==> config.mk <==
export PLATFORM = sky130hd
export DESIGN_NAME = mbsp_decode
export DESIGN_NICKNAME = d
export VERILOG_FILES = /design/src/mbsp_pkg.sv /design/src/mbsp_decode.sv
export SDC_FILE = /design/constraint.sdc
export NUM_CORES = 1
export LEC_CHECK = 0
export BUFFER_PORTS_ARGS = -buffer_cell sky130_fd_sc_hd__buf_2
export CAP_MARGIN = 40
export CORE_MARGIN = 2
export CORE_UTILIZATION = 44
export DETAILED_ROUTE_END_ITERATION = 7
export GPL_TIMING_DRIVEN = 0
export PLACE_DENSITY = 0.78
export SLEW_MARGIN = 25
export SYNTH_ARGS = -nofsm -noshare
export SYNTH_HDL_FRONTEND = slang
export SYNTH_SLANG_ARGS = --single-unit
==> constraint.sdc <==
create_clock -name vclk -period 3.2
set_clock_uncertainty 0.1 [all_clocks]
set_input_delay 0.16 -clock vclk [all_inputs]
set_output_delay 0.16 -clock vclk [all_outputs]
set_load 0.02 [all_outputs]
==> src/mbsp_pkg.sv <==
// Shared constants, message codes and parser state type for the MIDI byte stream parser.
package mbsp_pkg;

  localparam int ByteW = 8;
  localparam int KindW = 5;
  localparam int RkW   = 4;
  localparam int ChanW = 4;
  localparam int DataW = 7;

  localparam logic [RkW-1:0] RK_NONE     = 4'd0;
  localparam logic [RkW-1:0] RK_NOTEOFF  = 4'd1;
  localparam logic [RkW-1:0] RK_NOTEON   = 4'd2;
  localparam logic [RkW-1:0] RK_KEYPRESS = 4'd3;
  localparam logic [RkW-1:0] RK_CC       = 4'd4;
  localparam logic [RkW-1:0] RK_PROGRAM  = 4'd5;
  localparam logic [RkW-1:0] RK_CHANPRES = 4'd6;
  localparam logic [RkW-1:0] RK_BEND     = 4'd7;
  localparam logic [RkW-1:0] RK_SYSEX    = 4'd8;
  localparam logic [RkW-1:0] RK_MTC      = 4'd9;
  localparam logic [RkW-1:0] RK_SONGPOS  = 4'd10;
  localparam logic [RkW-1:0] RK_SONGSEL  = 4'd11;

  localparam logic [KindW-1:0] KIND_NOTE_OFF   = 5'd0;
  localparam logic [KindW-1:0] KIND_NOTE_ON    = 5'd1;
  localparam logic [KindW-1:0] KIND_KEYPRESS   = 5'd2;
  localparam logic [KindW-1:0] KIND_CC         = 5'd3;
  localparam logic [KindW-1:0] KIND_PROGRAM    = 5'd4;
  localparam logic [KindW-1:0] KIND_CHANPRES   = 5'd5;
  localparam logic [KindW-1:0] KIND_BEND       = 5'd6;
  localparam logic [KindW-1:0] KIND_SYSEX      = 5'd7;
  localparam logic [KindW-1:0] KIND_MTC        = 5'd8;
  localparam logic [KindW-1:0] KIND_SONGPOS    = 5'd9;
  localparam logic [KindW-1:0] KIND_SONGSEL    = 5'd10;
  localparam logic [KindW-1:0] KIND_TUNE       = 5'd11;
  localparam logic [KindW-1:0] KIND_EOX        = 5'd12;
  localparam logic [KindW-1:0] KIND_CLOCK      = 5'd13;
  localparam logic [KindW-1:0] KIND_START      = 5'd14;
  localparam logic [KindW-1:0] KIND_CONTINUE   = 5'd15;
  localparam logic [KindW-1:0] KIND_STOP       = 5'd16;
  localparam logic [KindW-1:0] KIND_SENSE      = 5'd17;
  localparam logic [KindW-1:0] KIND_RESET      = 5'd18;
  localparam logic [KindW-1:0] KIND_MODE_BASE  = 5'd19;
  localparam logic [KindW-1:0] KIND_MAX        = 5'd26;

  localparam logic [3:0] SYS_HI      = 4'hF;
  localparam logic [3:0] SYS_SYSEX   = 4'h0;
  localparam logic [3:0] SYS_MTC     = 4'h1;
  localparam logic [3:0] SYS_SONGPOS = 4'h2;
  localparam logic [3:0] SYS_SONGSEL = 4'h3;
  localparam logic [3:0] SYS_TUNE    = 4'h6;
  localparam logic [3:0] SYS_EOX     = 4'h7;
  localparam logic [3:0] SYS_CLOCK   = 4'h8;
  localparam logic [3:0] SYS_START   = 4'hA;
  localparam logic [3:0] SYS_CONT    = 4'hB;
  localparam logic [3:0] SYS_STOP    = 4'hC;
  localparam logic [3:0] SYS_SENSE   = 4'hE;
  localparam logic [3:0] SYS_RESET   = 4'hF;

  localparam logic [3:0] MODE_CC_HI = 4'hF;

  typedef struct packed {
    logic [RkW-1:0]   kind;
    logic [ChanW-1:0] chan;
    logic             cnt;
    logic [DataW-1:0] first;
  } run_state_t;

endpackage

==> src/mbsp_decode.sv <==
// Combinational decode of one MIDI byte against the running status state.
module mbsp_decode import mbsp_pkg::*; (
  input  logic [ByteW-1:0] midi_byte,
  input  run_state_t       cur,
  output run_state_t       nxt,
  output logic             emit,
  output logic [KindW-1:0] kind
);

  logic [DataW-1:0] data;
  logic             pair_done;

  assign data      = midi_byte[DataW-1:0];
  assign pair_done = cur.cnt;

  always_comb begin
    nxt  = cur;
    emit = 1'b0;
    kind = KIND_NOTE_OFF;
    if (midi_byte[7]) begin
      if (midi_byte[7:4] != SYS_HI) begin
        nxt.kind = {1'b0, midi_byte[6:4]} + 4'd1;
        nxt.chan = midi_byte[3:0];
        nxt.cnt  = 1'b0;
      end else begin
        unique case (midi_byte[3:0])
          SYS_SYSEX: begin
            nxt.kind = RK_SYSEX;
            nxt.cnt  = 1'b0;
            emit     = 1'b1;
            kind     = KIND_SYSEX;
          end
          SYS_MTC, SYS_SONGPOS, SYS_SONGSEL: begin
            nxt.kind = RK_MTC + {2'b00, midi_byte[1:0]} - 4'd1;
            nxt.chan = '0;
            nxt.cnt  = 1'b0;
          end
          SYS_TUNE, SYS_EOX: begin
            nxt.kind = RK_NONE;
            nxt.chan = '0;
            nxt.cnt  = 1'b0;
            emit     = 1'b1;
            kind     = midi_byte[0] ? KIND_EOX : KIND_TUNE;
          end
          SYS_CLOCK: begin
            emit = 1'b1;
            kind = KIND_CLOCK;
          end
          SYS_START: begin
            emit = 1'b1;
            kind = KIND_START;
          end
          SYS_CONT: begin
            emit = 1'b1;
            kind = KIND_CONTINUE;
          end
          SYS_STOP: begin
            emit = 1'b1;
            kind = KIND_STOP;
          end
          SYS_SENSE: begin
            emit = 1'b1;
            kind = KIND_SENSE;
          end
          SYS_RESET: begin
            emit = 1'b1;
            kind = KIND_RESET;
          end
          default: begin
          end
        endcase
      end
    end else begin
      unique case (cur.kind)
        RK_NOTEOFF, RK_NOTEON, RK_KEYPRESS, RK_CC, RK_BEND, RK_SONGPOS: begin
          if (!pair_done) begin
            nxt.first = data;
            nxt.cnt   = 1'b1;
          end else begin
            nxt.cnt = 1'b0;
            emit    = 1'b1;
            unique case (cur.kind)
              RK_NOTEOFF:  kind = KIND_NOTE_OFF;
              RK_NOTEON:   kind = (data == '0) ? KIND_NOTE_OFF : KIND_NOTE_ON;
              RK_KEYPRESS: kind = KIND_KEYPRESS;
              RK_CC: begin
                if (cur.first[6:3] == MODE_CC_HI) begin
                  kind = KIND_MODE_BASE + {2'b00, cur.first[2:0]};
                end else begin
                  kind = KIND_CC;
                end
              end
              RK_BEND:     kind = KIND_BEND;
              default: begin
                nxt.kind = RK_NONE;
                kind     = KIND_SONGPOS;
              end
            endcase
          end
        end
        RK_PROGRAM: begin
          nxt.cnt = 1'b0;
          emit    = 1'b1;
          kind    = KIND_PROGRAM;
        end
        RK_CHANPRES: begin
          nxt.cnt = 1'b0;
          emit    = 1'b1;
          kind    = KIND_CHANPRES;
        end
        RK_MTC: begin
          nxt.kind = RK_NONE;
          nxt.cnt  = 1'b0;
          emit     = 1'b1;
          kind     = KIND_MTC;
        end
        RK_SONGSEL: begin
          nxt.kind = RK_NONE;
          nxt.cnt  = 1'b0;
          emit     = 1'b1;
          kind     = KIND_SONGSEL;
        end
        default: begin
        end
      endcase
    end
  end

endmodule

==> flow_metrics.py <==
metrics = {
    "worst_hold_path": {
        "min_path_cells": 3,
        "whs_endpoint": "nxt[10]",
        "min_path_type": "in2out",
        "worstHoldStart": "cur[10]",
    },
    "place": {
        "dp_hpwl_mm": 2.17,
        "io_buffers": 43,
        "place_congestion": 0.947,
    },
    "logic_synthesis": {
        "syn-num-nets": 158,
        "yosys.cell_types.count": 46,
        "synth_xor_area_share_pct": 4.01,
        "yosysWarnings": 0,
        "synthMuxAreaShare_pct": 10.9,
        "syn_area_sq_um": 875,
        "ys_seq_area_share_pct": 0,
        "netlist_top_cells_area": "mux2_4 (8.6%), a21oi_1 (7.4%), o21ai_0 (5.7%), nand2_1 (5.2%), a32o_1 (4.6%)",
        "synth-simple-area-share_pct": 28.3,
        "synth_compound_area_share_pct": 41.5,
        "synth_top_cell_by_area": "mux2_4",
        "synthCells": 131,
        "yosysTopAreaCellShare_pct": 8.58,
        "syn-mean-instance-area_sq_um": 6.68,
        "synth_adder_area_share_pct": 5.44,
        "synth_top_family_by_area": "compound AO/OA/AOI/OAI gates",
    },
    "timing": {
        "worstMarginPinSlew_ns": 0.456,
        "final_hold_viol_count": 0,
        "fmax_ghz": 0.564,
        "final_max_slew_viol_count": 0,
        "slew_headroom_pct": 69.6,
        "setup_viol": 0,
        "tns_ns": 0,
        "fin_crit_ns": 1.77,
        "post-route-period-util_pct": 55.4,
        "grt_setup_unrepaired": "false",
    },
    "power_and_ir_drop": {
        "p_seq_share_pct": 0,
        "combPwrFrac_pct": 100.0,
        "swShare_pct": 59.5,
        "ir_drop_v": 0.0000842,
        "p_leak_uw": 0.000556,
        "intPower_uw": 71.1,
        "p_sw_uw": 105,
        "power_density_nw_per_um2": 156,
        "clkPwrFrac_pct": 0,
    },
    "global_routing": {
        "grt_antenna_before_repair": 0,
        "grt_overflow": 0,
        "grt_pass1_vias": 1101,
        "grt_usage_pct": 23.2,
        "grt_pass1_wl_mm": 4.64,
        "grt_start_max_net_pins": 11,
    },
    "detailed_routing": {
        "via_per_inst": 5.95,
        "drc": 0,
        "highest_layer": "met4",
        "wire_per_inst_um": 13.7,
        "ant_nets": 0,
        "wl_met1_mm": 1.18,
        "drt_iter0_markers": 46,
        "vias": 1195,
        "wl_met2_mm": 1.32,
        "wl_met3_um": 239,
        "routed_wl_mm": 2.76,
        "drt_pass1_iterations": 4,
    },
    "finish": {
        "nets": 203,
        "n_antenna_cell": 0,
        "final_util_pct": 58.5,
        "drive_gt1_share_pct": 35.1,
        "layout.area.seq_sq_um": 0,
        "design.seq.count": 0,
        "clkbuf_count": 0,
        "layout-area-overhead-vs-synth_pct": 28.5,
    },
    "critical_path": {
        "slowest_stage": "o21ai_0",
        "slowest_delay_ns": 0.40,
        "critical-path-top-delay-family": "compound AO/OA/AOI/OAI gates",
        "start_kind": "primary input",
        "worstPathCellList": "buf_2 > ha_1 > nand2_1 > o21ai_0 > a32o_1 > buf_2",
        "cp_max_fo": 7,
        "worst_setup_path_end_kind": "output pin",
        "required_ns": 2.94,
        "cpMostUsedCell": "buf_2",
        "path_class": "in2out",
        "critPathBufInv": 2,
        "cp.arrival_ns": 1.51,
    },
    "die": {
        "core_sq_um": 1920,
        "dieArea_sq_um": 2360,
        "pin_count": 46,
        "start_util_pct": 45.5,
        "die_w_um": 48.6,
        "die_height_um": 48.6,
        "rows": 16,
    },
    "outcome": {
        "status": "complete, no violations",
    },
    "clock_network": {
        "post_cts_resized": 0,
        "post_cts_buffers": 0,
        "postCtsHoldBufs": 0,
    },
    "run": {
        "maxCapViolCount": 0,
    },
}
## per-stage QoR
stage	setup slack, ns	hold slack [ns]	area (sq um)	power, uW	instances
detailed placement	1.44	0.556	1120	174	201
global route	1.32	0.577	1120	191	201
global placement	1.46	0.550	1120	170	201
CTS	1.43	0.557	1120	174	201
floorplan	1.59	0.379	875	119	131
finish	1.43	0.553	1120	176	201
## final cells by class
class / count / area (sq um)
Multi-Input combinational cell: 111 / 788
Fill cell: 201 / 798
Tap cell: 27 / 33.8
Buffer: 12 / 56.3
Timing Repair Buffer: 43 / 215
Inverter: 8 / 30.0
## per-layer routing
metal	GRT usage [%]	vias to the layer above
li1	-	587
met2	44.7	69
met1	27.7	534
met4	4.29	0
met3	2.16	5
met5	0	-
## synth_stat cells (2+ instances only)
cell,count
a21o_1,2
a21oi_1,13
a22o_1,2
a32o_1,4
buf_2,6
clkbuf_1,5
ha_1,3
inv_1,8
mux2_4,5
mux2i_1,2
nand2_1,12
nand2b_1,5
nand3_1,2
nand3b_1,2
nand4_1,2
nor2_1,7
nor2b_1,4
nor3_1,2
nor3b_1,2
o211ai_1,3
o21ai_0,10
o22ai_1,2
o2bb2ai_1,2
o32a_1,2
xnor2_1,2
xor2_1,2
## kinds of logic after synthesis
logic type,after synthesis
AND/OR/NAND/NOR,44
multiplexers,7
AO/OA/AOI/OAI,52
XOR/XNOR,4
buffers and inverters,20
adder cells (fa/ha/maj),4
## power groups by stage
stage,logic [uW],registers [uW],clock network (uW)
2_1_floorplan,119,0,0
3_3_place_gp,170,0,0
6_report,176,0,0
3_5_place_dp,174,0,0
5_1_grt,191,0,0
4_1_cts,174,0,0
## how the worst max path moves through the flow
stage / from / endpoint / slack, ns / depth (start not counted)
after floorplan: cur[15] / kind[4] / 1.59 / 5
after global placement: cur[14] / nxt[3] / 1.46 / 6
after detailed placement: cur[14] / nxt[2] / 1.44 / 6
after CTS: cur[14] / nxt[2] / 1.43 / 6
after global routing: midi_byte[4] / nxt[9] / 1.32 / 6
final: midi_byte[4] / nxt[8] / 1.43 / 6
## placed cells by master, fill, tap and decap left out, types with 2 or more instances in the layout
cell type	count
buf_2	49
a21oi_1	13
nand2_1	12
o21ai_0	10
inv_1	8
nor2_1	7
clkbuf_1	5
nand2b_1	5
mux2_4	5
a32o_1	4
nor2b_1	4
o211ai_1	3
ha_1	3
xor2_1	2
a22o_1	2
nand3_1	2
a21o_1	2
o22ai_1	2
nor3b_1	2
nand3b_1	2
o2bb2ai_1	2
o32a_1	2
xnor2_1	2
nor3_1	2
nand4_1	2
mux2i_1	2
No activity file was read; power rests on OpenSTA's default activity.
